File: config.mk
export PLATFORM = sky130hd
export DESIGN_NAME = ysr_queue
export DESIGN_NICKNAME = d
export VERILOG_FILES = /design/src/hw/rtl/ysr_pkg.sv /design/src/hw/rtl/ysr_queue.sv
export SDC_FILE = /design/constraint.sdc
export NUM_CORES = 1
export LEC_CHECK = 0
export BUFFER_PORTS_ARGS = -buffer_cell sky130_fd_sc_hd__buf_2
export CAP_MARGIN = 20
export CORE_UTILIZATION = 59
export CTS_BUF_LIST = sky130_fd_sc_hd__clkbuf_2 sky130_fd_sc_hd__clkbuf_4 sky130_fd_sc_hd__clkbuf_8
export CTS_CLUSTER_SIZE = 14
export DETAILED_ROUTE_END_ITERATION = 16
export GPL_ROUTABILITY_DRIVEN = 0
export HOLD_SLACK_MARGIN = 0.03
export PLACE_DENSITY = 0.8
export RECOVER_POWER = 50
export SYNTH_ARGS = -nofsm -noshare
export SYNTH_HDL_FRONTEND = slang
export SYNTH_SLANG_ARGS = --single-unit
File: constraint.sdc
create_clock -name clk -period 2.63 [get_ports clk]
set_input_delay 0.263 -clock clk [delete_from_list [all_inputs] [get_ports clk]]
set_output_delay 0.263 -clock clk [all_outputs]
set_load 0.02 [all_outputs]
File: src/hw/rtl/ysr_pkg.sv
// ----------------------------------------------------------------------------
// ysr_pkg
// Shared types, register indexes and constants for the YCbCr to RGB converter.
// ----------------------------------------------------------------------------
package ysr_pkg;

  localparam int MAX_WIDTH_DEF = 4096;
  localparam int HEIGHT_LIMIT  = 4096;
  localparam int ROW_W         = 12;
  localparam int CFG_DW        = 13;
  localparam int CFG_AW        = 2;
  localparam int QDEPTH        = 4;

  localparam logic [CFG_AW-1:0] REG_MODE   = 2'd0;
  localparam logic [CFG_AW-1:0] REG_WIDTH  = 2'd1;
  localparam logic [CFG_AW-1:0] REG_HEIGHT = 2'd2;

  localparam logic [CFG_DW-1:0] WIDTH_RST  = 13'd640;
  localparam logic [CFG_DW-1:0] HEIGHT_RST = 13'd480;

  typedef enum logic [1:0] {
    MODE_420 = 2'd0,
    MODE_422 = 2'd1,
    MODE_444 = 2'd2,
    MODE_RGB = 2'd3
  } mode_t;

  // BT.601 integer matrix
  localparam int COEF_Y    = 298;
  localparam int COEF_RCR  = 409;
  localparam int COEF_GCB  = 100;
  localparam int COEF_GCR  = 208;
  localparam int COEF_BCB  = 516;
  localparam int Y_OFFSET  = 16;
  localparam int C_OFFSET  = 128;
  localparam int ROUND_ADD = 128;
  localparam int BYTE_MAX  = 255;

  typedef struct packed {
    logic [7:0] luma;
    logic [7:0] chroma_blue;
    logic [7:0] chroma_red;
  } ysr_in_t;

  typedef struct packed {
    logic [7:0] red;
    logic [7:0] green;
    logic [7:0] blue;
    logic       frame_end;
  } ysr_out_t;

  // one pixel between front and back: chroma already resolved
  typedef struct packed {
    logic       passthru;
    logic [7:0] luma;
    logic [7:0] cb;
    logic [7:0] cr;
    logic       frame_end;
  } ysr_item_t;

endpackage

File: src/hw/rtl/ysr_queue.sv
// ----------------------------------------------------------------------------
// ysr_queue
// Short FIFO that decouples pixel classification from color conversion.
// ----------------------------------------------------------------------------
module ysr_queue
  import ysr_pkg::*;
(
  input  logic      clk,
  input  logic      rst_n,
  input  logic      push,
  input  ysr_item_t push_item,
  output logic      q_ready,
  output logic      q_valid,
  output ysr_item_t q_item,
  input  logic      pop
);

  localparam int PW = $clog2(QDEPTH);

  ysr_item_t         slot_r [QDEPTH];
  logic [PW-1:0]     wr_ptr_r;
  logic [PW-1:0]     rd_ptr_r;
  logic [PW:0]       count_r;

  assign q_ready = count_r != (PW+1)'(QDEPTH);
  assign q_valid = count_r != '0;
  assign q_item  = slot_r[rd_ptr_r];

  always_ff @(posedge clk) begin
    if (push) begin
      slot_r[wr_ptr_r] <= push_item;
    end
  end

  always_ff @(posedge clk) begin
    if (!rst_n) begin
      wr_ptr_r <= '0;
      rd_ptr_r <= '0;
      count_r  <= '0;
    end else begin
      if (push) begin
        wr_ptr_r <= wr_ptr_r + 1'b1;
      end
      if (pop) begin
        rd_ptr_r <= rd_ptr_r + 1'b1;
      end
      if (push && !pop) begin
        count_r <= count_r + 1'b1;
      end else if (pop && !push) begin
        count_r <= count_r - 1'b1;
      end
    end
  end

endmodule

# After elaboration in Yosys (flattened, before gate mapping)
# Memories as Yosys holds them, arrays and structs flattened. A register that Yosys moved wholly into a read port is not among the register bits.
# Index checks and enable logic that the tools add are counted.
dict set report op_classes {
  reduce_logical 6
  add_sub_neg 4
  n_eq_ne 1
  muxes 6
}
# cell n
set ops {}
lappend ops {{3-bit two-way mux} 2}
lappend ops {{2-bit by 1-bit adder with 2-bit output (second input constant)} 2}
lappend ops {{2-bit two-way mux} 2}
lappend ops {{3-bit by 1-bit adder with 3-bit output (second input constant)} 1}
lappend ops {{3-bit inequality test (second input constant)} 1}
lappend ops {{3-bit nonzero test} 1}
lappend ops {{3-bit by 1-bit subtractor with 3-bit output (second input constant)} 1}
lappend ops {{1-bit logical AND} 2}
lappend ops {{1-bit logical NOT} 2}
lappend ops {{1-bit two-way mux} 2}
lappend ops {{2-bit nonzero test} 1}
dict set report word_totals {
  n_memories 1
  ramBits 104
  reg_bits 7
  output_inout_bits 28
  inputBits 30
}
# memory depth word_bits rd rd_clocked_by_memory_dff write_ports line
set memory_table {}
lappend memory_table {slot_r 4 26 1 1 1 ysr_queue.sv:20} ;# ysr_item_t slot_r [QDEPTH];

# Depth between registers and ports, before layout
dict set report depth {
  word_depth 4
  ltp_mapped 7
  depth_no_buf 7
}

# Worst setup path before layout
# Ideal clock, no wire load.
dict set report synth_path {
  path_kind {register to register}
  start {register wr_ptr_r[0]}
  end {memory slot_r[2][0] (netlist name), enable pin}
  synth_period_minus_slack_ps 1581
  t_required_ps 2245
  setup_time_ps 385
  arrival_ps 1196
  slack_ps 1049
  path_stages_with_launch 4
  cell_sequence {dfxtp_1 -> inv_1 -> ha_1 -> and2_1}
}
# element line
set synth_rtl {}
lappend synth_rtl {{start: declaration} ysr_queue.sv:21} ;# logic [PW-1:0] wr_ptr_r;
lappend synth_rtl {{start signal: assignment} ysr_queue.sv:42} ;# wr_ptr_r <= wr_ptr_r + 1'b1;
lappend synth_rtl {{end: declaration} ysr_queue.sv:20}
# No word-level cell before the write port.

==> results.txt <==
CTS saw ~110 sinks. Clock latency on the worst-skew pair, taken at its later pin, is about 0.4 ns. The detailed placement HPWL came out at slightly below 4000 µm. The synthesized design contains around 110 register bits.

In this run, the combinational gates consume 10.1% of the power. The global routing stage identified its most utilized layer as met2. The min-delay analysis places its worst path in the category in2reg. The leakage power total is 1.71 nW. The first-pass GRT wire length came out at slightly below 10000 µm.

Across all register-to-register paths, the minimum setup slack is approximately 0.40 ns. The total of hold buffers inserted after clock tree synthesis came out at 0. The netlist area before placement came out at about 0.0042 mm². The peak supply drop came out at between 0.0004 and 0.0005 V. For this design the ratio of total power to cell area is between 800 and 900 mW/mm². The worst register-to-register path begins at wr_ptr_r[0].

The count of nets left with antenna violations once routing finished came out at 0. The actual slew at the worst max-slew pin came out at about 1.5 ns. The CTS clock-pin slew for the worst setup and hold paths came out at about 0.060 ns. The tree is rooted in a sky130_fd_sc_hd__clkbuf_8. The final critical delay including setup and external delays is 2.32 ns. Leaving out fill and tap cells, the most frequent cells in the layout are 104 x sky130_fd_sc_hd__edfxtp_1, 31 x sky130_fd_sc_hd__buf_2, 27 x sky130_fd_sc_hd__clkbuf_1, 20 x sky130_fd_sc_hd__mux4_2, 17 x sky130_fd_sc_hd__clkbuf_8.

The number of buffers inserted to repair setup after CTS is 0. After synthesis, the largest area contributor takes up about three quarters of total cell area. The number of global-route vias before repair was around 2000. The count of distinct cell types in the synthesized netlist is 21.

The worst hold path stage count is 1. Once routing completed, OpenROAD measured the worst setup slack at approximately 0.31 ns. The I/O pin count came out at 58. The floorplan has 30 rows. The met3 global-route usage is under 10%. The Yosys warning count is 0. The number of hold-slack violations in the final timing report came out at 0. The routed via count is 1948. The final wirelength is 6350 µm. The area occupied by registers came out at 0.00330 mm².

The floorplan die area is approximately 0.0075 mm². The checks that failed: capacitance limit, slew limit. The core region is between 0.006 and 0.007 mm². The share of layout cells above drive strength 1 came out at 33.0%.

The worst setup path is captured at an output pin. The quantity of gates resized following cts came out at 0. The die is 86.8 µm wide. The max-slew headroom at the worst pin came out at -3.03%.

In this run the critical register-to-register path is captured at slot_r[2][20]. Using the TritonRoute via totals, the vias-per-cell ratio works out to approximately 5.3. The number of buffers between clock root and the deepest sink came out at 2. The startpoint class of the critical path is a flop. The number of fill cells in the layout is roughly 410. The final max-slew violation count is 27. The worst hold path begins at push_item[9]. Setup repair after global routing left no endpoint under its margin. The post-detailed-route wirelength per cell came out at between 15 and 20 µm. The DRC violation count after routing is 0. The met2 usage is a little under a third. The number of DRC markers after the initial detailed-route iteration is 96.

The antenna cell count came out at 0. The flow ran to the end, but the final reports show violations. The worst hold slack came out at around 0.1 ns. The y dimension of the die is 86.8 µm. The largest driver fanout on the critical path came out at 16. The area added between synthesis and finish came out at 18.2%.

The initial standard-cell utilization of the core came out at between 60% and 70%. The net switching power figure came out at about 1000 µW. The global route total overflow came out at 0. The cell count after synthesis came out at 180.

The number of buffers inserted during clock tree synthesis came out at 17. The number of cells traversed by the worst register-to-register path is 4. The total negative slack came out at 0 ns. The layout net count is slightly below 300.

The global-route track usage on met1 is a little over a fifth. The kind of critical path is reg2out. The data required time of the worst path came out at between 2 and 2.5 ns.

The share of the clock period used by the worst path is between 80% and 90%. The number of nets handed over by synthesis was about 220. Between clock sinks in the finished design, the worst skew comes to about 0.0064 ns.

The number of maximum-capacitance violations came out at 1. Internal power comes to 3.19 mW. The synthesized area per cell is 23.6 µm². For the worst setup path, the data arrival time is around 2 ns. Entering global routing, the biggest net connects 27 pins. The maximum clock rate came out at 0.430 GHz.

The final setup violation count is 0. The number of levels in the clock H-tree is 4. The proportion of power drawn by the clock network is between 30% and 40%. The number of antenna violations at the first check in global routing came out at 0.

Leaving out fill and tap cells, the most frequent cell in the layout is sky130_fd_sc_hd__edfxtp_1. The path with the worst hold slack has its endpoint at slot_r[0][9]. The first-pass iteration count of the detailed router is 4. The total power is between 4 and 5 mW.

The count of input and output buffers came out at 57. Global routing used 19.0% of the available tracks. For this run, the register share of the synthesized area comes to between 70 and 80%.

Prior to clock tree synthesis, the placed netlist has a worst setup slack of 0.706 ns. The area used by multi-input combinational logic is roughly 860 µm². The sequential cell fraction of total power came out at roughly 50%.

The switching portion of total power came out at a little under a quarter. The biggest area contributor in the post-synthesis netlist is sky130_fd_sc_hd__edfxtp_1. TritonCTS built the clock tree. Ranked by total cell area, the synthesized netlist is headed by sky130_fd_sc_hd__edfxtp_1 74%, sky130_fd_sc_hd__mux4_2 11%, sky130_fd_sc_hd__dfxtp_1 4.2%. The post-layout utilization of the core is 73.0%.
[through the flow]
step	area (µm²)	instances
global route	5020	366
global placement	4640	334
detailed placement	4640	334
floorplan	4240	180
finish	5020	366
CTS	5050	366
[cells by family (layout without fill, tap and decap cells)]
group                    Yosys count  after routing  synth area share, %
AO/OA/AOI/OAI                      2              2                0.295
flip-flops                       113            113                 77.8
XOR/XNOR                           5              5                 1.03
AND/OR/NAND/NOR                   16             16                 2.18
multiplexers                      28             28                 14.8
adder cells (fa/ha/maj)            6              6                 1.95
buffers and inverters             10            100                 1.92
[synth_stat cells]
| master | n |
|---|---|
| sky130_fd_sc_hd__xor2_1 | 3 |
| sky130_fd_sc_hd__or3_1 | 2 |
| sky130_fd_sc_hd__nor2b_1 | 2 |
| sky130_fd_sc_hd__o21ai_0 | 1 |
| sky130_fd_sc_hd__clkbuf_2 | 1 |
| sky130_fd_sc_hd__nand2_1 | 2 |
| sky130_fd_sc_hd__inv_1 | 4 |
| sky130_fd_sc_hd__nor2_1 | 1 |
| sky130_fd_sc_hd__edfxtp_1 | 104 |
| sky130_fd_sc_hd__buf_6 | 1 |
| sky130_fd_sc_hd__mux4_1 | 6 |
| sky130_fd_sc_hd__mux4_2 | 20 |
| sky130_fd_sc_hd__fa_1 | 1 |
| sky130_fd_sc_hd__a21boi_0 | 1 |
| sky130_fd_sc_hd__dfxtp_1 | 9 |
| sky130_fd_sc_hd__mux2i_1 | 2 |
| sky130_fd_sc_hd__buf_2 | 2 |
| sky130_fd_sc_hd__xnor2_1 | 2 |
| sky130_fd_sc_hd__ha_1 | 5 |
| sky130_fd_sc_hd__and2_1 | 9 |
| sky130_fd_sc_hd__buf_12 | 2 |
[registers in the layout (all words and copies together), names as in the netlist, named ones only]
register	count
rd_ptr_r	2
slot_r	104
wr_ptr_r	2
count_r	3
[worst max-delay path, stage by stage (launching register included)]
cell	delay, ns
sky130_fd_sc_hd__dfxtp_2	0.66
sky130_fd_sc_hd__buf_4	0.30
sky130_fd_sc_hd__mux4_2	0.51
sky130_fd_sc_hd__buf_2	0.17
[power groups by stage]
stage	clock, mW	sequential, mW	combinational [mW]
2_1_floorplan	0	2.12	0.314
3_3_place_gp	0	2.14	0.427
3_5_place_dp	0	2.14	0.435
4_1_cts	1.67	2.10	0.436
5_1_grt	1.75	2.11	0.456
6_report	1.64	2.10	0.422
[how the worst max path moves through the flow]
stage	startpoint	endpoint	slack, ns	cells after the start
4_1_cts	flop	q_item[8]	0.26	3
3_3_place_gp	flop	q_item[5]	0.71	3
5_1_grt	flop	q_item[8]	0.16	3
2_1_floorplan	wr_ptr_r[0]	slot_r[2][0]	1.05	3
3_5_place_dp	flop	q_item[8]	0.71	3
6_report	flop	q_item[8]	0.31	3
[metal layers]
metal | up-vias | part of all wire, %
met5 | - | 0
met4 | 0 | 1.3
met3 | 8 | 5.6
met2 | 56 | 52
met1 | 982 | 41
li1 | 902 | -
[area by class of cell]
| cell class | instances | share of cell area (%) |
|---|---|---|
| Timing Repair Buffer | 64 | 6.01 |
| Multi-Input combinational cell | 57 | 17.1 |
| Tap cell | 96 | 2.39 |
| Clock buffer | 17 | 4.66 |
| Inverter | 4 | 0.299 |
| Sequential cell | 113 | 65.9 |
| Clock inverter | 15 | 3.64 |
Note: power is estimated with default switching activity, not from simulation.
