--- config.mk ---
export PLATFORM = sky130hd
export DESIGN_NAME = ysr_back
export DESIGN_NICKNAME = d
export VERILOG_FILES = /design/src/hw/rtl/ysr_pkg.sv /design/src/hw/rtl/ysr_back.sv
export SDC_FILE = /design/constraint.sdc
export NUM_CORES = 1
export LEC_CHECK = 0
export ABC_CLOCK_PERIOD_IN_PS = 13200
export BUFFER_PORTS_ARGS = -buffer_cell sky130_fd_sc_hd__buf_2
export CAP_MARGIN = 20
export CORE_UTILIZATION = 54
export CTS_BUF_LIST = sky130_fd_sc_hd__clkbuf_16
export CTS_CLUSTER_DIAMETER = 30
export DETAILED_ROUTE_END_ITERATION = 12
export GPL_TIMING_DRIVEN = 0
export PLACE_DENSITY = 0.72
export SLEW_MARGIN = 20
export SYNTH_ARGS = -nofsm -noshare
export SYNTH_HDL_FRONTEND = slang
export SYNTH_SLANG_ARGS = --single-unit
--- constraint.sdc ---
create_clock -name clk -period 13.2 [get_ports clk]
set_clock_uncertainty 0.1 [all_clocks]
set_input_delay 2.64 -clock clk [delete_from_list [all_inputs] [get_ports clk]]
set_output_delay 2.64 -clock clk [all_outputs]
set_load 0.1 [all_outputs]
--- src/hw/rtl/ysr_pkg.sv ---
// ----------------------------------------------------------------------------
// ysr_pkg
// Shared types, register indexes and constants for the YCbCr to RGB converter.
// ----------------------------------------------------------------------------
package ysr_pkg;

  localparam int MAX_WIDTH_DEF = 4096;
  localparam int HEIGHT_LIMIT  = 4096;
  localparam int ROW_W         = 12;
  localparam int CFG_DW        = 13;
  localparam int CFG_AW        = 2;
  localparam int QDEPTH        = 4;

  localparam logic [CFG_AW-1:0] REG_MODE   = 2'd0;
  localparam logic [CFG_AW-1:0] REG_WIDTH  = 2'd1;
  localparam logic [CFG_AW-1:0] REG_HEIGHT = 2'd2;

  localparam logic [CFG_DW-1:0] WIDTH_RST  = 13'd640;
  localparam logic [CFG_DW-1:0] HEIGHT_RST = 13'd480;

  typedef enum logic [1:0] {
    MODE_420 = 2'd0,
    MODE_422 = 2'd1,
    MODE_444 = 2'd2,
    MODE_RGB = 2'd3
  } mode_t;

  // BT.601 integer matrix
  localparam int COEF_Y    = 298;
  localparam int COEF_RCR  = 409;
  localparam int COEF_GCB  = 100;
  localparam int COEF_GCR  = 208;
  localparam int COEF_BCB  = 516;
  localparam int Y_OFFSET  = 16;
  localparam int C_OFFSET  = 128;
  localparam int ROUND_ADD = 128;
  localparam int BYTE_MAX  = 255;

  typedef struct packed {
    logic [7:0] luma;
    logic [7:0] chroma_blue;
    logic [7:0] chroma_red;
  } ysr_in_t;

  typedef struct packed {
    logic [7:0] red;
    logic [7:0] green;
    logic [7:0] blue;
    logic       frame_end;
  } ysr_out_t;

  // one pixel between front and back: chroma already resolved
  typedef struct packed {
    logic       passthru;
    logic [7:0] luma;
    logic [7:0] cb;
    logic [7:0] cr;
    logic       frame_end;
  } ysr_item_t;

endpackage

--- src/hw/rtl/ysr_back.sv ---
// ----------------------------------------------------------------------------
// ysr_back
// Two-stage BT.601 matrix: products, then sum, floor shift and clamp into the
// output register; passthrough pixels skip the matrix.
// ----------------------------------------------------------------------------
module ysr_back
  import ysr_pkg::*;
(
  input  logic      clk,
  input  logic      rst_n,
  input  logic      q_valid,
  input  ysr_item_t q_item,
  output logic      pop,
  output logic      out_valid,
  input  logic      out_stall,
  output ysr_out_t  out_data
);

  logic                p_v_r;
  logic                p_pass_r;
  logic                p_fe_r;
  logic [23:0]         p_raw_r;
  logic signed [20:0]  ty_r;
  logic signed [20:0]  tr_r;
  logic signed [20:0]  tg_r;
  logic signed [20:0]  tb_r;
  logic                out_v_r;
  ysr_out_t            out_r;

  logic                out_free;
  logic                p_free;
  logic signed [20:0]  yd;
  logic signed [20:0]  cbd;
  logic signed [20:0]  crd;
  ysr_out_t            res;

  function automatic logic [7:0] clamp8(input logic signed [20:0] v);
    logic signed [20:0] s;
    s = v >>> 8;
    if (s < 0) begin
      return 8'd0;
    end else if (s > 21'(BYTE_MAX)) begin
      return 8'(BYTE_MAX);
    end
    return s[7:0];
  endfunction

  assign out_free = !out_v_r || !out_stall;
  assign p_free   = !p_v_r || out_free;
  assign pop      = q_valid && p_free;

  assign yd  = $signed({13'd0, q_item.luma}) - 21'(Y_OFFSET);
  assign cbd = $signed({13'd0, q_item.cb})   - 21'(C_OFFSET);
  assign crd = $signed({13'd0, q_item.cr})   - 21'(C_OFFSET);

  always_ff @(posedge clk) begin
    if (pop) begin
      p_pass_r <= q_item.passthru;
      p_fe_r   <= q_item.frame_end;
      p_raw_r  <= {q_item.luma, q_item.cb, q_item.cr};
      ty_r     <= yd * 21'(COEF_Y) + 21'(ROUND_ADD);
      tr_r     <= crd * 21'(COEF_RCR);
      tg_r     <= -(cbd * 21'(COEF_GCB)) - crd * 21'(COEF_GCR);
      tb_r     <= cbd * 21'(COEF_BCB);
    end
  end

  always_comb begin
    res.frame_end = p_fe_r;
    if (p_pass_r) begin
      res.red   = p_raw_r[23:16];
      res.green = p_raw_r[15:8];
      res.blue  = p_raw_r[7:0];
    end else begin
      res.red   = clamp8(ty_r + tr_r);
      res.green = clamp8(ty_r + tg_r);
      res.blue  = clamp8(ty_r + tb_r);
    end
  end

  always_ff @(posedge clk) begin
    if (!rst_n) begin
      p_v_r   <= 1'b0;
      out_v_r <= 1'b0;
    end else begin
      if (p_free) begin
        p_v_r <= q_valid;
      end
      if (out_free) begin
        out_v_r <= p_v_r;
      end
    end
  end

  always_ff @(posedge clk) begin
    if (out_free && p_v_r) begin
      out_r <= res;
    end
  end

  assign out_valid = out_v_r;
  assign out_data  = out_r;

endmodule

== Word level (Yosys, flattened, before mapping) ==
Index checks and enable logic that the tools add are counted.
Word-level totals
  register bits: 135
  bits of input ports: 30
  output and inout bits: 27
  word-level logic and storage cells: 59
Cells by class
  add/subtract/negate cells: 9
  multipliers: 5
  $lt $le $gt $ge: 6
  multiplexer cells: 19
  reductions and logical operators: 7
Operator list (count)
  8-bit two-way mux: 9
  21-bit adder: 3
  13-bit by 9-bit > comparator with 1-bit output, second input constant: 3
  13-bit by 1-bit less-than comparator with 1-bit output, second input constant: 3
  9-bit by 9-bit multiplier with 18-bit output, second input constant: 2
  24-bit two-way mux: 1
  17-bit negator with 21-bit output: 1
  21-bit by 18-bit subtractor with 21-bit output: 1
  19-bit by 9-bit adder with 20-bit output, second input constant: 1
  9-bit by 10-bit multiplier with 19-bit output, second input constant: 1
  8-bit by 8-bit subtractor with 9-bit output, second input constant: 2
  9-bit by 6-bit multiplier with 15-bit output, second input constant: 1
  9-bit by 5-bit multiplier with 14-bit output, second input constant: 1
  1-bit two-way mux: 9
  8-bit by 5-bit subtractor with 9-bit output, second input constant: 1
  1-bit zero test: 3
  1-bit logical AND: 2
  1-bit logical OR: 2

== Logic depth before layout (Yosys ltp) ==
Gate-level depths: netlist of run 1.
  depth in word-level cells: 7
  gate-level depth with buffers: 22
  gate-level depth less buffers: 22

== Worst setup path after synthesis of run 1 ==
OpenSTA, ideal clock, no wires.
  kind: input port to output port
  start: in out_stall
  end: out pop
  arrival time: 5462 ps
  data required time: 10460 ps
  path slack: 4998 ps
  cell stages on the path: 2
  buffers on the path: 0
  cells stage by stage: nand3_1 and2_1
On the way
  word-level cells in the longest chain between the ends: 4
Ends and longest elaborated chain
  start: declaration: RTL line ysr_back.sv:15  | input logic out_stall,
  1-bit zero test: RTL line ysr_back.sv:48  | assign out_free = !out_v_r || !out_stall;
  1-bit logical OR: RTL line ysr_back.sv:48
  1-bit logical OR: RTL line ysr_back.sv:49  | assign p_free = !p_v_r || out_free;
  1-bit logical AND: RTL line ysr_back.sv:50  | assign pop = q_valid && p_free;
  end: declaration: RTL line ysr_back.sv:13  | output logic pop,
Every way passes these cells.

== Worst setup path after layout of run 1 ==
  start: in q_item[21] (netlist name)
  end: reg ty_r[18], data pin
On the way
  word-level cells in the longest chain between the ends: 3
Ends and longest elaborated chain
  start: declaration: RTL line ysr_back.sv:12  | input ysr_item_t q_item,
  8-bit by 5-bit subtractor with 9-bit output: RTL line ysr_back.sv:52  | assign yd = $signed({13'd0, q_item.luma}) - 21'(Y_OFFSET);
  9-bit by 9-bit multiplier with 18-bit output: RTL line ysr_back.sv:61  | ty_r <= yd * 21'(COEF_Y) + 21'(ROUND_ADD);
  19-bit by 9-bit adder with 20-bit output: RTL line ysr_back.sv:61
  end signal: assignment: RTL line ysr_back.sv:61
  end: declaration: RTL line ysr_back.sv:23  | logic signed [20:0] ty_r;
Every way passes these cells.
A chain may end at the register's enable or synchronous reset.

==> run metrics, run 1 <==
outcome=completed; worst reg2reg path endpoint=out_data[20]$_DFFE_PP_; global-route wire length before repair=approximately 38000 µm; final hold vios=0; number of cell rows=52; area of the die=around 0.022 mm²; Initial Util=about 55%; number of DRC markers in iteration 0=between 300 and 400; layout cells sized above 1=under 10%; Most used DFF post-synth=edfxtp_1; fin util=about three fifths; worst setup path start=q_item[21]; H-Tree Depth=4; Final Max Slew Viols=0; hold buffers post-CTS=0; Worst EP arrival=about 7.6 ns; post-CTS setup buffers=0; minimum clock period=between 7 and 8 ns; Top Ports=57; Die W=146.6 µm; Clock Latency Late Sink=0.42 ns; Worst Hold Path Cells=0; initial antenna violation count=0; min-delay src=p_fe_r$_DFFE_PP_; Peak Freq=~130 MHz; setup ws final=between 5 and 6 ns; Final ANT Viol Nets=0; most frequent cell after synthesis=ha_1; worst-case clock buffer depth=2; Final #Nets=1475; fin crit share=a little under three fifths; Hold EP=out_data[0]$_DFFE_PP_; Syn Nets=approximately 1400; VDD IR max=0.00009595 V; reg2reg setup slack=approximately 9 ns; share of the synthesized area in the top cell type=between 30% and 40%; number of diodes=0; synth unique cells=57; 1st-pass router iterations=5; drt drc=0; most frequent cells after synthesis=244 x ha_1, 154 x inv_1, 113 x edfxtp_1, 70 x a21oi_1, 60 x xnor2_1; Worst-path clk slew=roughly 0.060 ns; slew at the pin closest to its max-slew limit=approximately 1.1 ns; Startpoint Class=input pin; Setup violations, final=0; unrepaired setup endpoints after global routing=false; Ys Warns=0; gr ovfl total=0; WL per Instance=~16 µm; P&R area growth vs syn=11.33%; Setup WS pre-CTS=5.220 ns; post-synthesis sequential area ratio=a little under a third; Crit Path Category=input pin to register; Max-Cap Viols=0; Design Power=around 2.6 mW; cell area power density=~210 mW/mm²; FF-to-FF path depth=10; Avg Cell Area, Syn=~10 µm²; Rel. slew slack=24.42%; Clock Tree Root=clkbuf_16; PortBufs=56; post-synthesis instance total=1085; setup TNS=0 ns; Synth Register Bits=~120; reg-to-reg startpoint=ty_r[6]$_DFFE_PP_; worst hold path class=register to register; asr flop ratio synth=0%; Die Y=roughly 150 µm; GRT Util Overall=a little under a quarter; Detail Placement HPWL=slightly below 20000 µm; EDFF count, synth=113; core area=approximately 0.02 mm²; top post-synthesis cells by area=edfxtp_1 30%, ha_1 27%, fa_1 6.9%; mapped cell area=between 0.01 and 0.015 mm²; CTS Sinks=~120; number of global-route vias before repair=a little under 8000; # resized after CTS=0; Max Fanout on Critical Path=11; gpl congestion=~0.9; CTS tree=done; Num CTS Buffers=17; area leader, netlist=edfxtp_1; Leak Pwr=approximately 6.0 nW; CP endpoint kind=register; WL final=roughly 23000 µm; routed via count=roughly 8200; largest net degree at the start of global routing=62; CP required=around 13 ns; vias per cell=5.650
power by group:
| group | switching, mW | total [mW] | leakage, nW | internal [mW] |
|---|---|---|---|---|
| logic | 0.885 | 1.53 | 4.58 | 0.641 |
| clock network | 0.163 | 0.457 | 0.285 | 0.294 |
| registers | 0.0571 | 0.599 | 1.11 | 0.542 |
| total | 1.11 | 2.58 | 5.97 | 1.48 |
worst max-delay path: stages:
cell and delay, ns:
buf_2 0.13, inv_1 0.20, ha_1 0.26, and2_1 0.14
clkbuf_1 0.42, ha_1 0.33, ha_1 0.27, inv_1 0.08
fa_1 0.51, fa_1 0.55, inv_1 0.04, ha_1 0.35
a21o_1 0.19, a22oi_1 0.34, nor2b_1 0.27, xor2_1 0.13
nor4_1 0.45, nand3_1 0.16, xor2_1 0.16
metrics by stage:
step	area [µm²]	std cells	hold WS (ns)
3_5_place_dp	11990	1413	0.3404
4_1_cts	12580	1445	0.3409
3_3_place_gp	11920	1411	0.3032
5_1_grt	12580	1445	0.3435
6_report	12580	1445	0.3449
2_1_floorplan	11300	1085	0.3003
worst max-delay path by stage:
stage	endpoint	slack, ns	cells after the start
3_3_place_gp	pop	4.02	4
5_1_grt	ty_r[18]$_DFFE_PP_	5.28	19
2_1_floorplan	pop	5.00	2
6_report	ty_r[18]$_DFFE_PP_	5.64	19
3_5_place_dp	ty_r[18]$_DFFE_PP_	5.22	19
4_1_cts	ty_r[18]$_DFFE_PP_	5.67	19
state kept, by name (all words and copies together), names as in the netlist:
signal and count:
out_data 25, out_valid 1, p_fe_r 1, p_pass_r 1, p_raw_r 24, p_v_r 1, tb_r 11, tg_r 18
tr_r 16, ty_r 17
cells in the final DEF (no fill, tap or decap), drive strengths merged, types with 24 or more instances in the layout:
master and count:
o21ai 33, buf 60, fa 39, a21oi 71, inv 157, clkbuf 24, xor2 36, nand2 42
ha 244, edfxtp 113, a21o 31, nor2 38, xnor2 60
cell families after synthesis:
| kind of cell | count (synthesis) | share of synthesized area, % |
|---|---|---|
| fa+ha+maj | 283 | 33.93 |
| compound gates | 240 | 14.13 |
| simple gates | 182 | 8.118 |
| buf+inv | 163 | 5.426 |
| flops | 115 | 30.39 |
| xor+xnor | 96 | 7.442 |
| mux | 6 | 0.5648 |
area by class of cell:
cell class | count | area [µm²]
Timing Repair Buffer | 58 | 335.3
Fill cell | 1657 | 7786
Inverter | 154 | 578.1
Sequential cell | 115 | 3433
Tap cell | 270 | 337.8
Multi-Input combinational cell | 807 | 7266
Clock buffer | 17 | 425.4
Buffer | 9 | 35.03
Clock inverter | 15 | 167.7
layer usage:
metal	global-route usage, %	up-vias	part of all wire (%)
met2	36.54	194	45
met1	31.43	3851	48
li1	-	4085	-
met5	0	-	0
met4	8.229	0	2.4
met3	3.313	34	4.4
Power figures use the tool's default switching activity.
==> run 2, diff against run 1 <==
- ABC_AREA: unset -> 1
- ABC_CLOCK_PERIOD_IN_PS: 13200 -> 6960
- PLACE_DENSITY: 0.72 -> 0.71
- clock period: 13.2 -> 6.96 ns (I/O delays scaled with it)
==> run 2 against run 1 <==
Net effect:
- synthesized area rose by 15%
- largest cell class unchanged
- power rose by 120%
- worst hold slack got worse by 0.012 ns
- critical path type unchanged
- final area rose by 14%
- sequential share of layout area fell by 3.3 points
- synthesized cell count rose by 49%
- worst setup slack got worse by 4.7 ns
- register-to-register slack got worse by 4.9 ns
- die area rose by 15%
- final cell count rose by 40%
- sequential cell count did not move
==> run metrics, run 2 <==
Die W=157.3 µm (+7.3%); final hold slack=0.3333 ns (-0.01157 ns); reg-to-reg startpoint=ty_r[15]$_DFFE_PP_; CP endpoint kind=register; Ys Warns=0 (unchanged); worst-case clock buffer depth=2 (unchanged); gpl congestion=0.9436 (+6.9%); Synth Register Bits=115 (unchanged); Clock Latency Late Sink=0.42 ns (about the same); core area=0.02354 mm² (+16%); most frequent cells after synthesis=434 x nand2_1, 272 x inv_1, 244 x ha_1, 113 x edfxtp_1, 112 x a21oi_1; share of the synthesized area in the top cell type=26.05% (-4.0 points); asr flop ratio synth=0% (unchanged); CP required=7.02 ns (-6.24 ns); drt drc=0 (unchanged); worst hold path class=register to register; routed via count=10610 (+30%); Final #Nets=2002 (+36%); # resized after CTS=0 (unchanged); Worst-path clk slew=0.06 ns (about the same); PortBufs=56 (unchanged); number of global-route vias before repair=9948 (+27%); GRT Util Overall=25.30% (+2.5 points); fin crit share=a little under nine tenths; initial antenna violation count=0 (unchanged); Clock Tree Root=clkbuf_16; Num CTS Buffers=17 (unchanged); WL per Instance=14.71 µm (-9.5%); EDFF count, synth=113 (unchanged); Rel. slew slack=49.83% (+25 points); Die Y=157.3 µm (+7.3%); register area=0.003433 mm² (unchanged); Avg Cell Area, Syn=8.077 µm² (-22%); final hold vios=0 (unchanged); Worst EP arrival=6.04 ns (-1.58 ns); Top Ports=57 (unchanged); unrepaired setup endpoints after global routing=false; synth unique cells=47 (-18%); slew at the pin closest to its max-slew limit=0.7508 ns (-0.3828 ns); area of the die=0.02475 mm² (+15%); Setup violations, final=0 (unchanged); H-Tree Depth=4 (unchanged); Hold EP=out_data[0]$_DFFE_PP_; Max-Cap Viols=0 (unchanged); post-synthesis sequential area ratio=26.35% (-4.0 points); mapped cell area=0.01303 mm² (+15%); WL final=29730 µm (+27%); CTS tree=done; post-CTS setup buffers=0 (unchanged); Crit Path Category=input pin to register; top post-synthesis cells by area=edfxtp_1 26%, ha_1 23%, nand2_1 13%; Leak Pwr=7.572 nW (+27%); vias per cell=5.249 (-7.1%); Setup WS pre-CTS=0.6118 ns (-4.608 ns); Final ANT Viol Nets=0 (unchanged); fin util=60.80% (-0.97 points); Synth Area in Adders=29.43% (-4.5 points); Multi-input gate area=0.008538 mm² (+18%); delay-heaviest family, CP=adder cells; commonest non-fill, non-tap cell in the layout=nand2_1; simple-gate area share of the yosys netlist=22.05% (+14 points); minimum clock period=5.987 ns; setup ws final=0.9733 ns (-4.668 ns); XOR/XNOR Fraction of Synth Area=6.291% (-1.2 points); CP bufs+invs=6 (+1); CTS Sinks=115 (unchanged); Syn Nets=1926 (+38%); P&R area growth vs syn=9.873%; commonest cells after routing, fill and taps aside=434 x nand2_1, 272 x inv_1, 244 x ha_1, 113 x edfxtp_1, 112 x a21oi_1; number of flip-flops under the largest register name=25 (unchanged); cell area power density=395.1 mW/mm² (+92%); worst reg2reg path endpoint=out_data[10]$_DFFE_PP_; layout cells sized above 1=8.754% (-0.27 points); critical path's slowest cell=fa_1; Max Fanout on Critical Path=7 (-4); largest net degree at the start of global routing=63 (+1.6%); slowest stage delay, CP=0.49 ns (-0.06 ns); Peak Freq=around 170 MHz; largest family of logic cells by synthesized area=adder cells; outcome=completed; VDD IR max=0.0001936 V (+100%); Most used DFF post-synth=edfxtp_1; gr ovfl total=0 (unchanged); post-synthesis instance total=1613 (+49%); crit path cell chain=buf_2 -> ha_1 -> ha_1 -> inv_1 -> fa_1 -> inv_1 -> ha_1 -> inv_1 -> o21bai_1 -> a21oi_1 -> o21bai_1 -> nand2_1 -> nand2_1 -> a21oi_1 -> o21ai_0 -> inv_1 -> ha_1 -> ha_1 -> inv_1 -> nor3_1 -> and3_1 -> nand2_1 -> nand3_1 -> xor2_1; Final Max Slew Viols=0 (unchanged); area fraction in compound gates after synthesis=7.712% (-6.4 points); number of DRC markers in iteration 0=642 (+67%); most frequent cell after synthesis=nand2_1; fill cell count=2102 (+27%); 1st-pass router iterations=5 (unchanged); CP Depth=24 (+5); Initial Util=55.34% (-0.14 points); reg2reg setup slack=4.20 ns (-4.90 ns); number of diodes=0 (unchanged); Startpoint Class=input pin; min-delay src=p_fe_r$_DFFE_PP_; area leader, netlist=edfxtp_1; mux contribution to synthesized area=0% (-0.56 points); Worst Hold Path Cells=0 (unchanged); Detail Placement HPWL=24510 µm (+26%); number of cell rows=56 (+7.7%); hold buffers post-CTS=0 (unchanged); setup TNS=0 ns (unchanged); FF-to-FF path depth=13 (+3); global-route wire length before repair=47900 µm (+26%)
==> run 2: cell count changes in the layout (fill, tap and decap cells not counted), moves of 11 or more <==
cell and delta:
nor2b_1 -15, xnor2_1 -31, nand3_1 +51, a31oi_1 -16, nand2_1 +392, a21o_1 -21, inv_1 +116, nand2_2 +18
a221oi_1 -11, nor2_1 +42, a21oi_1 +42, xor2_1 +23
==> run 2: worst max-delay path by stage <==
stage | startpoint | to
2_1_floorplan | q_item[21] | ty_r[17]$_DFFE_PP_
3_3_place_gp | out_stall | pop
3_5_place_dp | q_item[21] | ty_r[17]$_DFFE_PP_
4_1_cts | q_item[21] | ty_r[17]$_DFFE_PP_
5_1_grt | q_item[4] | tg_r[19]$_DFFE_PP_
6_report | q_item[4] | tg_r[19]$_DFFE_PP_
==> run 2: cell type report <==
class	count	area share [%]
clock inverters	15	1.005
well taps	319	2.788
inverters	277	7.281
clock buffers	17	2.972
plain buffers	5	0.1661
multi-input cells	1216	59.65
flip-flops and latches	115	23.99
repair buffers	57	2.150
==> run 2: worst reg2reg max path, stage by stage (launching register included) <==
cell and delay (ns):
edfxtp_1 0.59, ha_1 0.47, nand2_1 0.16, nor2_1 0.18
and2_1 0.15, nand2_1 0.09, nand3_1 0.09, nand2_1 0.11
nor2_2 0.12, nand3_2 0.09, nand2_4 0.12, nand2_1 0.09
nand2_1 0.08, nand2_1 0.08
==> run 2: cell families (layout without fill, tap and decap cells) <==
logic type,count (synthesis),count (layout)
adder cells (fa/ha/maj),283,283
AO/OA/AOI/OAI,180,180
AND/OR/NAND/NOR,662,662
XOR/XNOR,91,91
flip-flops,115,115
buffers and inverters,282,371
==> run 2: routing by layer <==
metal	track usage (%)	share of wire, %	up-vias
met3	3.965	6.1	65
met2	40.60	45	269
met4	11.00	3.7	0
met1	33.68	46	4864
li1	-	-	5411
met5	0	0	-
==> run 2: power by group <==
part / leakage, nW / total, mW / switching, mW / internal, mW
Combinational: 6.18 / 3.67 / 2.34 / 1.32
Clock: 0.275 / 0.843 / 0.320 / 0.522
Sequential: 1.11 / 1.15 / 0.123 / 1.02
==> run 2: metrics by stage <==
stage / cells / power, mW / cell area [µm²]
after floorplan: 1613 / 3.994 / 13030
final: 2021 / 5.655 / 14310
after global placement: 1988 / 4.713 / 13710
after detailed placement: 1989 / 4.772 / 13740
after global routing: 2021 / 6.183 / 14310
after CTS: 2021 / 5.644 / 14310
==> run 3, diff against run 2 <==
--- a/config.mk
+++ b/config.mk
@@ -15,4 +15,5 @@
 export DETAILED_ROUTE_END_ITERATION = 12
 export GPL_TIMING_DRIVEN = 0
+export HOLD_SLACK_MARGIN = 0.1
 export PLACE_DENSITY = 0.71
 export SLEW_MARGIN = 20
==> constraint.sdc (replaced) <==
create_clock -name clk -period 6.96 [get_ports clk]
set_clock_uncertainty 0.1 [all_clocks]
set_input_delay 0 -clock clk [delete_from_list [all_inputs] [get_ports clk]]
set_output_delay 0 -clock clk [all_outputs]
set_load 0.1 [all_outputs]
==> run 3 against run 2 <==
Net effect:
- combinational power barely moved
- worst setup slack improved by 0.85 ns
- largest cell class unchanged
- first-iteration DRC count rose by 16%
- final area rose by 2.1%
- critical endpoint unchanged
- die area did not move
- fmax rose by 16%
==> run metrics, run 3 (synthesized netlist as in run 2, its figures left out) <==
Clock Latency Late Sink=0.42 ns (about the same); worst-case clock buffer depth=2 (unchanged); reg2reg setup slack=4.19 ns (about the same); GRT Util Overall=25.59% (+0.29 points); number of cell rows=56 (unchanged); slowest stage delay, CP=0.53 ns (+0.04 ns); 1st-pass router iterations=5 (unchanged); Detail Placement HPWL=24510 µm (unchanged); global-route wire length before repair=48520 µm (+1.3%); number of global-route vias before repair=10090 (+1.4%); Rel. slew slack=50.93% (+1.1 points); setup ws final=1.820 ns (+0.8468 ns); Worst-path clk slew=0.06 ns (about the same); fill cell count=2083 (-0.90%); Leak Pwr=7.699 nW (+1.7%); Max Fanout on Critical Path=7 (unchanged); WL final=30040 µm (+1.1%); Final Max Slew Viols=0 (unchanged); design area=0.01461 mm² (+2.1%); minimum clock period=5.140 ns (-0.8468 ns); outcome=completed; final cell count without fillers=2051 (+1.5%); Crit Path Category=input pin to register; reg-to-reg startpoint=ty_r[15]$_DFFE_PP_; placed cells=1989 (unchanged); PortBufs=56 (unchanged); slew at the pin closest to its max-slew limit=0.7344 ns (-0.01646 ns); hold buffers post-CTS=30 (+30); Hold EP=p_fe_r$_DFFE_PP_; unrepaired setup endpoints after global routing=false; FF-to-FF path depth=13 (unchanged); Setup violations, final=0 (unchanged); Initial Util=55.34% (unchanged); Num CTS Buffers=17 (unchanged); number of flip-flops under the largest register name=25 (unchanged); number of diodes=0 (unchanged); Max-Cap Viols=0 (unchanged); CTS tree=done; drt drc=0 (unchanged); vias per cell=5.234 (-0.29%); Top Ports=57 (unchanged); Worst Hold Path Cells=2 (+2); number of DRC markers in iteration 0=743 (+16%); min-delay src=q_item[0]; initial antenna violation count=0 (unchanged); routed via count=10740 (+1.2%); cell area power density=388.2 mW/mm² (-1.7%); Die Y=157.3 µm (unchanged); CTS Sinks=115 (unchanged); core area=0.02354 mm² (unchanged); gpl congestion=0.9436 (unchanged); Setup WS pre-CTS=2.004 ns (+1.392 ns); worst reg2reg path endpoint=out_data[10]$_DFFE_PP_; Final ANT Viol Nets=0 (unchanged); critical path's slowest cell=dlygate4sd3_1; Die W=157.3 µm (unchanged); area of the die=0.02475 mm² (unchanged); final hold vios=0 (unchanged); post-CTS setup buffers=0 (unchanged); VDD IR max=0.0001934 V (about the same); commonest non-fill, non-tap cell in the layout=nand2_1; Peak Freq=194.6 MHz (+16%); WL per Instance=14.65 µm (-0.43%); fin util=62.07% (+1.3 points); H-Tree Depth=4 (unchanged); # resized after CTS=0 (unchanged); worst hold path class=input pin to register; P&R area growth vs syn=12.18%; commonest cells after routing, fill and taps aside=434 x nand2_1, 272 x inv_1, 244 x ha_1, 113 x edfxtp_1, 112 x a21oi_1; Clock Tree Root=clkbuf_16; setup TNS=0 ns (unchanged); largest net degree at the start of global routing=63 (unchanged); Worst EP arrival=5.20 ns (-0.84 ns); CP required=7.02 ns (about the same); Placed Instance Area=0.01374 mm² (unchanged); layout cells sized above 1=8.603% (-0.15 points); fin crit share=73.85% (-12 points); gr ovfl total=0 (unchanged); Startpoint Class=input pin; CP endpoint kind=register; Final #Nets=2032 (+1.5%)
[run 3: changes by cell type in the layout (fill, tap and decap cells not counted)]
cell,before,now
dlygate4sd3_1,0,30
[run 3: worst max-delay path by stage]
stage,endpoint,from,slack (ns),cells after the start
global placement,tg_r[19]$_DFFE_PP_,q_item[4],2.08,24
finish,tg_r[19]$_DFFE_PP_,q_item[4],1.82,25
global route,tg_r[19]$_DFFE_PP_,q_item[4],1.47,25
floorplan,ty_r[17]$_DFFE_PP_,q_item[21],2.75,25
detailed placement,ty_r[17]$_DFFE_PP_,q_item[21],2.00,26
CTS,ty_r[17]$_DFFE_PP_,q_item[21],1.87,27
[run 3: layout make-up]
type                       instances  area, µm²  share of cell area (%)
tap                              319      399.1                   2.731
buffer                             5      23.77                  0.1627
clock buffer                      17      425.4                   2.911
inverter                         277       1042                   7.132
sequential                       115       3433                   23.49
timing repair buffer              87      608.1                   4.161
multi-input combinational       1216       8538                   58.42
clock inverter                    15      143.9                  0.9846
[run 3: report_power, final]
part           internal (mW)  switching, mW
Sequential              1.02          0.123
Combinational           1.33           2.35
Clock                  0.522          0.323
Total                   2.88           2.79
[run 3: per-stage QoR]
step	hold WS, ns	power, mW
after global placement	0.07975	4.713
after floorplan	-0.001131	3.994
after global routing	0.2075	6.195
after detailed placement	0.09159	4.772
final	0.2084	5.673
after CTS	0.1846	5.657
[run 3: routing by layer]
metal	up-vias	track usage, %	part of all wire, %
met5	-	0	0
li1	5475	-	-
met2	264	41.19	45
met3	67	3.882	5.5
met4	0	11.05	3.8
met1	4929	34.09	46
[run 3: worst max-delay path, delay by kind of cell]
kind	cells	cell delay, ns
compound gates	5	0.98
xor+xnor	1	0.08
fa+ha+maj	6	2.17
buf+inv	7	1.08
simple gates	6	0.87
